--- src/rtl/mfc_pkg.sv ---
// ----------------------------------------------------------------------------
// Metadata frame checker package
// Shared codes for byte roles, error codes and the UTF-8 second-byte rules.
// ----------------------------------------------------------------------------
package mfc_pkg;

    // Role of a byte within the frame; doubles as the parser phase.
    typedef enum logic [2:0] {
        ROLE_VERSION = 3'd0,
        ROLE_COUNT   = 3'd1,
        ROLE_KEYLEN  = 3'd2,
        ROLE_KEY     = 3'd3,
        ROLE_VLEN_HI = 3'd4,
        ROLE_VLEN_LO = 3'd5,
        ROLE_VALUE   = 3'd6,
        ROLE_EXCESS  = 3'd7
    } role_t;

    typedef enum logic [3:0] {
        ERR_NONE      = 4'd0,
        ERR_SHORT     = 4'd1,
        ERR_LONG      = 4'd2,
        ERR_VERSION   = 4'd3,
        ERR_EMPTY_KEY = 4'd4,
        ERR_TRUNC     = 4'd5,
        ERR_NUL       = 4'd6,
        ERR_UTF8      = 4'd7,
        ERR_TRAILING  = 4'd8
    } err_t;

    // Range rule for the byte following a UTF-8 lead byte.
    typedef enum logic [2:0] {
        RULE_GEN = 3'd0,   // 80..BF
        RULE_E0  = 3'd1,   // A0..BF
        RULE_ED  = 3'd2,   // 80..9F
        RULE_F0  = 3'd3,   // 90..BF
        RULE_F4  = 3'd4    // 80..8F
    } rule_t;

    localparam logic [7:0] CONT_LO     = 8'h80;
    localparam logic [7:0] CONT_HI     = 8'hbf;
    localparam logic [7:0] ASCII_MAX   = 8'h7f;
    localparam logic [7:0] LEAD2_LO    = 8'hc2;
    localparam logic [7:0] LEAD2_HI    = 8'hdf;
    localparam logic [7:0] LEAD3_LO    = 8'he0;
    localparam logic [7:0] LEAD3_HI    = 8'hef;
    localparam logic [7:0] LEAD3_SURR  = 8'hed;
    localparam logic [7:0] LEAD4_LO    = 8'hf0;
    localparam logic [7:0] LEAD4_HI    = 8'hf4;
    localparam logic [7:0] E0_LO       = 8'ha0;
    localparam logic [7:0] ED_HI       = 8'h9f;
    localparam logic [7:0] F0_LO       = 8'h90;
    localparam logic [7:0] F4_HI       = 8'h8f;

    localparam logic [7:0]  VERSION_RESET   = 8'd1;
    localparam logic [10:0] MAX_BYTES_RESET = 11'd1024;

    // Register indexes on the configuration port.
    localparam logic REG_VERSION   = 1'b0;
    localparam logic REG_MAX_BYTES = 1'b1;

endpackage

--- src/rtl/metadata_frame_checker_top.sv ---
// ----------------------------------------------------------------------------
// Metadata frame checker
// Parses a length-prefixed key/value frame byte by byte, tags each byte with
// its role and entry, and reports frame validity on the last byte.
// Each accepted input word yields one result word from the output register.
// Throughput: one word per cycle while m_tready holds the result stream open; all
// parsing and UTF-8 checks finish in the single logic stage between the parser
// state and the output register. Reset: synchronous, active low; parser returns
// to expecting a version byte and the registers to version 1 and a 1024-byte limit.
// ----------------------------------------------------------------------------
module metadata_frame_checker_top #(
    parameter int MAX_FRAME = 1024
) (
    input  logic        aclk,
    input  logic        aresetn,
    // Configuration port
    input  logic        psel,
    input  logic        penable,
    input  logic        pwrite,
    input  logic [2:0]  paddr,
    input  logic [31:0] pwdata,
    output logic [31:0] prdata,
    output logic        pready,
    // Input stream
    input  logic        s_tvalid,
    output logic        s_tready,
    input  logic [7:0]  s_tdata,   // [7:0] data_byte
    input  logic        s_tlast,   // last_byte
    input  logic        s_tuser,   // [0] empty_frame
    // Result stream
    output logic        m_tvalid,
    input  logic        m_tready,
    output logic [23:0] m_tdata,   // [7:0] out_byte, [15:8] entry_number,
                                   // [19:16] error_code, [23:20] zero
    output logic        m_tlast,   // frame_done
    output logic [3:0]  m_tuser    // [2:0] byte_role, [3] frame_ok
);
    import mfc_pkg::*;

    localparam int BSW  = $clog2(MAX_FRAME + 2);
    localparam int CMPW = (BSW > 11) ? BSW : 11;
    localparam logic [BSW-1:0]  BS_SAT   = BSW'(MAX_FRAME + 1);
    localparam logic [CMPW-1:0] MAX_CMP  = CMPW'(MAX_FRAME);
    localparam logic [CMPW-1:0] TWO_CMP  = CMPW'(2);

    // Configuration registers
    logic [7:0]  ver_reg;
    logic [10:0] max_bytes_reg;
    logic        cfg_wr;

    assign pready = 1'b1;
    assign cfg_wr = psel & penable & pwrite & pready;

    always_ff @(posedge aclk) begin
        if (!aresetn) begin
            ver_reg       <= VERSION_RESET;
            max_bytes_reg <= MAX_BYTES_RESET;
        end else if (cfg_wr) begin
            if (paddr[2] == REG_VERSION) begin
                ver_reg <= pwdata[7:0];
            end else begin
                max_bytes_reg <= pwdata[10:0];
            end
        end
    end

    always_comb begin
        if (paddr[2] == REG_MAX_BYTES) begin
            prdata = {21'd0, max_bytes_reg};
        end else begin
            prdata = {24'd0, ver_reg};
        end
    end

    // Parser state
    role_t          phase_reg, phase_next;
    logic [BSW-1:0] bs_reg, bs_next;
    logic [7:0]     el_reg, el_next;
    logic [7:0]     ec_reg, ec_next;
    logic [15:0]    fbl_reg, fbl_next;
    logic [7:0]     lhb_reg, lhb_next;
    logic [1:0]     cont_reg, cont_next;
    rule_t          rule_reg, rule_next;
    err_t           err_reg, err_next;

    // Output register
    logic        m_valid_reg;
    logic [7:0]  out_byte_reg, out_byte_next;
    role_t       role_reg, role_next;
    logic [7:0]  entry_reg, entry_next;
    logic        done_reg, done_next;
    logic        ok_reg, ok_next;
    err_t        code_reg, code_next;

    logic accept;

    assign s_tready = ~m_valid_reg | m_tready;
    assign accept   = s_tvalid & s_tready;

    always_comb begin
        logic [7:0]      b;
        logic [7:0]      lo;
        logic [7:0]      hi;
        logic            text;
        logic            end_field;
        logic            end_ent;
        logic [15:0]     fbl_dec;
        logic [7:0]      el_dec;
        logic [CMPW-1:0] bs_ext;
        logic [CMPW-1:0] lim;

        b         = s_tdata;
        lo        = CONT_LO;
        hi        = CONT_HI;
        text      = 1'b0;
        end_field = 1'b0;
        end_ent   = 1'b0;
        fbl_dec   = fbl_reg - 16'd1;
        el_dec    = el_reg - 8'd1;

        phase_next = phase_reg;
        el_next    = el_reg;
        ec_next    = ec_reg;
        fbl_next   = fbl_reg;
        lhb_next   = lhb_reg;
        cont_next  = cont_reg;
        rule_next  = rule_reg;
        err_next   = err_reg;
        bs_next    = (bs_reg < BS_SAT) ? bs_reg + BSW'(1) : bs_reg;

        out_byte_next = b;
        role_next     = phase_reg;
        entry_next    = 8'd0;
        done_next     = s_tlast;
        ok_next       = 1'b0;
        code_next     = ERR_NONE;

        unique case (phase_reg)
            ROLE_VERSION: begin
                if (b != ver_reg && err_next == ERR_NONE) err_next = ERR_VERSION;
                phase_next = ROLE_COUNT;
            end
            ROLE_COUNT: begin
                el_next    = b;
                ec_next    = 8'd0;
                phase_next = (b == 8'd0) ? ROLE_EXCESS : ROLE_KEYLEN;
            end
            ROLE_KEYLEN: begin
                entry_next = ec_reg;
                fbl_next   = {8'd0, b};
                cont_next  = 2'd0;
                rule_next  = RULE_GEN;
                if (b == 8'd0) begin
                    if (err_next == ERR_NONE) err_next = ERR_EMPTY_KEY;
                    phase_next = ROLE_VLEN_HI;
                end else begin
                    phase_next = ROLE_KEY;
                end
            end
            ROLE_KEY: begin
                entry_next = ec_reg;
                text       = 1'b1;
                fbl_next   = fbl_dec;
                if (fbl_dec == 16'd0) begin
                    end_field  = 1'b1;
                    phase_next = ROLE_VLEN_HI;
                end
            end
            ROLE_VLEN_HI: begin
                entry_next = ec_reg;
                lhb_next   = b;
                phase_next = ROLE_VLEN_LO;
            end
            ROLE_VLEN_LO: begin
                entry_next = ec_reg;
                fbl_next   = {lhb_reg, b};
                cont_next  = 2'd0;
                rule_next  = RULE_GEN;
                if ({lhb_reg, b} == 16'd0) begin
                    end_ent = 1'b1;
                end else begin
                    phase_next = ROLE_VALUE;
                end
            end
            ROLE_VALUE: begin
                entry_next = ec_reg;
                text       = 1'b1;
                fbl_next   = fbl_dec;
                if (fbl_dec == 16'd0) begin
                    end_field = 1'b1;
                    end_ent   = 1'b1;
                end
            end
            ROLE_EXCESS: begin
                if (err_next == ERR_NONE) err_next = ERR_TRAILING;
            end
            default: begin
                phase_next = ROLE_EXCESS;
            end
        endcase

        // NUL is checked ahead of UTF-8 on the same byte.
        if (text) begin
            if (b == 8'd0 && err_next == ERR_NONE) err_next = ERR_NUL;
            rule_next = RULE_GEN;
            if (cont_reg != 2'd0) begin
                case (rule_reg)
                    RULE_E0: lo = E0_LO;
                    RULE_ED: hi = ED_HI;
                    RULE_F0: lo = F0_LO;
                    RULE_F4: hi = F4_HI;
                    default: ;
                endcase
                if (b < lo || b > hi) begin
                    if (err_next == ERR_NONE) err_next = ERR_UTF8;
                    cont_next = 2'd0;
                end else begin
                    cont_next = cont_reg - 2'd1;
                end
            end else if (b > ASCII_MAX) begin
                if (b >= LEAD2_LO && b <= LEAD2_HI) begin
                    cont_next = 2'd1;
                end else if (b >= LEAD3_LO && b <= LEAD3_HI) begin
                    cont_next = 2'd2;
                    if (b == LEAD3_LO) rule_next = RULE_E0;
                    else if (b == LEAD3_SURR) rule_next = RULE_ED;
                end else if (b >= LEAD4_LO && b <= LEAD4_HI) begin
                    cont_next = 2'd3;
                    if (b == LEAD4_LO) rule_next = RULE_F0;
                    else if (b == LEAD4_HI) rule_next = RULE_F4;
                end else if (err_next == ERR_NONE) begin
                    err_next = ERR_UTF8;
                end
            end
        end

        // A sequence still open when the field ends is malformed.
        if (end_field) begin
            if (cont_next != 2'd0 && err_next == ERR_NONE) err_next = ERR_UTF8;
            cont_next = 2'd0;
            rule_next = RULE_GEN;
        end

        if (end_ent) begin
            el_next    = el_dec;
            ec_next    = ec_reg + 8'd1;
            phase_next = (el_dec == 8'd0) ? ROLE_EXCESS : ROLE_KEYLEN;
        end

        bs_ext = CMPW'(bs_next);
        lim    = (CMPW'(max_bytes_reg) > MAX_CMP) ? MAX_CMP : CMPW'(max_bytes_reg);

        if (s_tlast) begin
            if (bs_ext < TWO_CMP)                code_next = ERR_SHORT;
            else if (bs_ext > lim)               code_next = ERR_LONG;
            else if (err_next != ERR_NONE)       code_next = err_next;
            else if (phase_next != ROLE_EXCESS)  code_next = ERR_TRUNC;
            else                                 code_next = ERR_NONE;
            ok_next = (code_next == ERR_NONE);
        end

        // The last word of a frame, or a zero-length frame, starts afresh.
        if (s_tlast || s_tuser) begin
            phase_next = ROLE_VERSION;
            bs_next    = '0;
            el_next    = 8'd0;
            ec_next    = 8'd0;
            fbl_next   = 16'd0;
            lhb_next   = 8'd0;
            cont_next  = 2'd0;
            rule_next  = RULE_GEN;
            err_next   = ERR_NONE;
        end

        if (s_tuser) begin
            out_byte_next = 8'd0;
            role_next     = ROLE_VERSION;
            entry_next    = 8'd0;
            done_next     = 1'b1;
            ok_next       = 1'b1;
            code_next     = ERR_NONE;
        end
    end

    always_ff @(posedge aclk) begin
        if (!aresetn) begin
            phase_reg   <= ROLE_VERSION;
            bs_reg      <= '0;
            el_reg      <= 8'd0;
            ec_reg      <= 8'd0;
            fbl_reg     <= 16'd0;
            lhb_reg     <= 8'd0;
            cont_reg    <= 2'd0;
            rule_reg    <= RULE_GEN;
            err_reg     <= ERR_NONE;
            m_valid_reg <= 1'b0;
        end else begin
            if (accept) begin
                phase_reg <= phase_next;
                bs_reg    <= bs_next;
                el_reg    <= el_next;
                ec_reg    <= ec_next;
                fbl_reg   <= fbl_next;
                lhb_reg   <= lhb_next;
                cont_reg  <= cont_next;
                rule_reg  <= rule_next;
                err_reg   <= err_next;
            end
            if (accept) begin
                m_valid_reg <= 1'b1;
            end else if (m_tready) begin
                m_valid_reg <= 1'b0;
            end
        end
    end

    always_ff @(posedge aclk) begin
        if (accept) begin
            out_byte_reg <= out_byte_next;
            role_reg     <= role_next;
            entry_reg    <= entry_next;
            done_reg     <= done_next;
            ok_reg       <= ok_next;
            code_reg     <= code_next;
        end
    end

    assign m_tvalid = m_valid_reg;
    assign m_tdata  = {4'd0, code_reg, entry_reg, out_byte_reg};
    assign m_tlast  = done_reg;
    assign m_tuser  = {ok_reg, role_reg};

endmodule
--- config.mk ---
export PLATFORM = sky130hd
export DESIGN_NAME = metadata_frame_checker_top
export DESIGN_NICKNAME = d
export VERILOG_FILES = /design/src/rtl/mfc_pkg.sv /design/src/rtl/metadata_frame_checker_top.sv
export SDC_FILE = /design/constraint.sdc
export NUM_CORES = 1
export LEC_CHECK = 0
export ABC_AREA = 1
export BUFFER_PORTS_ARGS = -buffer_cell sky130_fd_sc_hd__clkbuf_2
export CORE_ASPECT_RATIO = 2
export CORE_MARGIN = 4
export CORE_UTILIZATION = 45
export CTS_CLUSTER_SIZE = 10
export DETAILED_ROUTE_END_ITERATION = 10
export PLACE_DENSITY_LB_ADDON = 0.12
export SLEW_MARGIN = 5
export SYNTH_ARGS = -nofsm -noshare
export SYNTH_HDL_FRONTEND = slang
export SYNTH_SLANG_ARGS = --single-unit
--- constraint.sdc ---
create_clock -name aclk -period 3.8 [get_ports aclk]
set_input_delay 0 -clock aclk [delete_from_list [all_inputs] [get_ports aclk]]
set_output_delay 0 -clock aclk [all_outputs]
set_load 0.02 [all_outputs]
==> metrics.csv <==
metric;value;unit
status;finished, final reports clean;
CP Class;reg -> reg;
Die ar.;17600;um^2
worst skew pair latency;0.36;ns
Initial Utilization;0.457;
num rows;64;
max reg flops;16;
Critical Path Sink Type;flop;
placer's final routability congestion estimate;0.963;
Critical Path, Cell by Cell;or2_2 -> nor4_1 -> nand4_1 -> nand2_1 -> nand2_1 -> xor2_1 -> inv_1 -> ha_1 -> a21oi_1 -> o21ai_0 -> nand3_1 -> o2111ai_1 -> a21boi_0 -> nand2_1 -> nand2_1 -> nor2_1 -> nand2_1 -> o21bai_2;
Via density;5.11;
Detailed Place HPWL;15000;um
CP Max Fanout;7;
Power Total;2490;uW
worst clock skew;0.00663;ns
Final Hold Viols;0;
CTS tree;done;
Resize count post-CTS;0;
cell count after synthesis;1044;
top-count cell post-synth;nand2_1;
cell taking the most area after synthesis;dfxtp_1;
vias;6701;
Yosys cell types;46;
Root Buffer;clkbuf_16;
Tcrit/Tclk final;0.870;
arrival time worst endpoint;3.42;ns
post-synth top area share;0.239;
cts hold-fix bufs;12;
Commonest cells post-synth;273 x nand2_1, 141 x nor2_1, 123 x inv_1;
RSZ-0062 raised after global routing;no;
Total GRT Usage;0.232;
antenna-violating nets left;0;
worst hold slack;0.118;ns
Residual DRC;0;
Die Height;184;um
# Max-Cap Violations;0;
Core Area;15200;um^2
Num CTS Buffers;9;
Slowest cell on crit path;dfxtp_1;
global route overflow;0;
Mapped Avg Cell Area;6.65;um^2
Final Util;0.508;
final worst slack;0.495;ns
H-tree levels;3;
Startpoint Class;flop;
Area contributors post-synth;dfxtp_1 24%, nand2_1 15%, edfxtp_1 11%;
CP top delay family;simple AND/OR/NAND/NOR gates;
Slew HR;0.234;
maximum vdd ir drop;0.240;mV
HP Class;in -> reg;
post-synthesis register bit count;108;
wire per inst;14.7;um
Layout Nets;1181;
clock-pin slew on the worst setup and hold paths;0.07;ns
most frequent CP cell;nand2_1;
mapped cell area;6950;um^2
Finish-stage setup viols;0;
Post-synth EDFFs;25;
WL final;19200;um
synth warn;0;
max incr delay on CP;0.33;ns
actual transition at the worst max-transition pin;1.15;ns
fmax;303;MHz
postcts setup bufs;0;
Worst Path Required;3.92;ns
Synth async-reset ratio;0;
leakage;0.00354;uW
post-place setup slack;0.468;ns
fin crit period;3.30;ns
Antenna Cells;0;
largest net degree at the start of global routing;45;
CTS Sinks;108;
synthesis-to-finish area growth;11.3;%
number of global-route vias before repair;6632;
first-pass GRT wire length;31400;um
TNS Setup;0;ns
Buf+Inv Stages, Crit Path;1;
initial antenna violation count;0;
drt pass-1 iters;4;
register area share after synthesis;0.347;
io pins;116;
layout cells sized above 1;0.113;
Final Max Tran Viols;0;
Main synth FF type;dfxtp_1;
Horiz. Die Dim;95.9;um
Cell Pwr Density;322;nW/um^2
Clock Path Buffers;2;
I/O Buffers;66;
Iter 0 DRT Violations;307;
[through the flow]
| stage | cells | cell area (um^2) |
|---|---|---|
| finish | 1311 | 7730 |
| global route | 1311 | 7730 |
| CTS | 1311 | 7730 |
| detailed placement | 1283 | 7330 |
| global placement | 1283 | 7330 |
| floorplan | 1068 | 7040 |
[power by group]
| group | switching, uW | internal (uW) | leakage [uW] | total [uW] |
|---|---|---|---|---|
| clock network | 446 | 473 | 0.000138 | 919 |
| registers | 18.9 | 1210 | 0.000925 | 1230 |
| logic | 244 | 99.7 | 0.00248 | 344 |
| total | 709 | 1780 | 0.00354 | 2490 |
[logic make-up after synthesis]
family | after synthesis | synth area share
compound gates | 161 | 0.130
simple gates | 540 | 0.335
xor+xnor | 23 | 0.0290
fa+ha+maj | 21 | 0.0378
other cells | 2 | 0.00108
buf+inv | 189 | 0.120
flops | 108 | 0.347
[cells in the final DEF (no fill, tap or decap), drive strengths merged]
master,count
a211oi,6
a21boi,1
a21oi,78
a31oi,2
and2,1
and3,1
buf,6
clkbuf,77
clkinv,8
clkinvlp,1
conb,26
dfxtp,83
dlygate4sd3,12
edfxtp,25
ha,21
inv,130
nand2,279
nand3,60
nand3b,6
nand4,20
nor2,155
nor3,11
nor3b,1
nor4,5
o2111ai,2
o211ai,3
o21a,1
o21ai,49
o21bai,6
o22ai,13
or2,1
xnor2,10
xor2,13
[path summary, 6_finish.rpt]
path                                  start     endpoint  slack [ns]  depth (start not counted)
worst max-delay path              bs_reg[7]       ok_reg        0.50                         18
worst min register to register  cont_reg[1]  cont_reg[1]        0.47                          2
worst max register to register    bs_reg[7]       ok_reg        0.50                         18
worst min-delay path             s_tdata[5]   fbl_reg[5]        0.12                          5
[worst min-delay path, cell delays in order]
cell and delay, ns:
clkbuf_2 0.15, nand2_1 0.09, o21ai_0 0.07, nand2_1 0.07
a21oi_1 0.06
[layout make-up]
| type | count | area, um^2 |
|---|---|---|
| fillers | 1625 | 7480 |
| inverters | 134 | 504 |
| clock inverters | 5 | 45.0 |
| flip-flops and latches | 108 | 2410 |
| multi-input cells | 771 | 3790 |
| clock buffers | 11 | 243 |
| well taps | 198 | 248 |
| repair buffers | 84 | 495 |
[per-layer routing]
layer	wire length (um)	global-route usage	up-vias
li1	-	-	3436
met1	6630	0.219	3054
met2	10800	0.441	139
met3	470	0.0299	72
met4	1370	0.163	0
met5	0	0	-
Power figures use the tool's default switching activity.
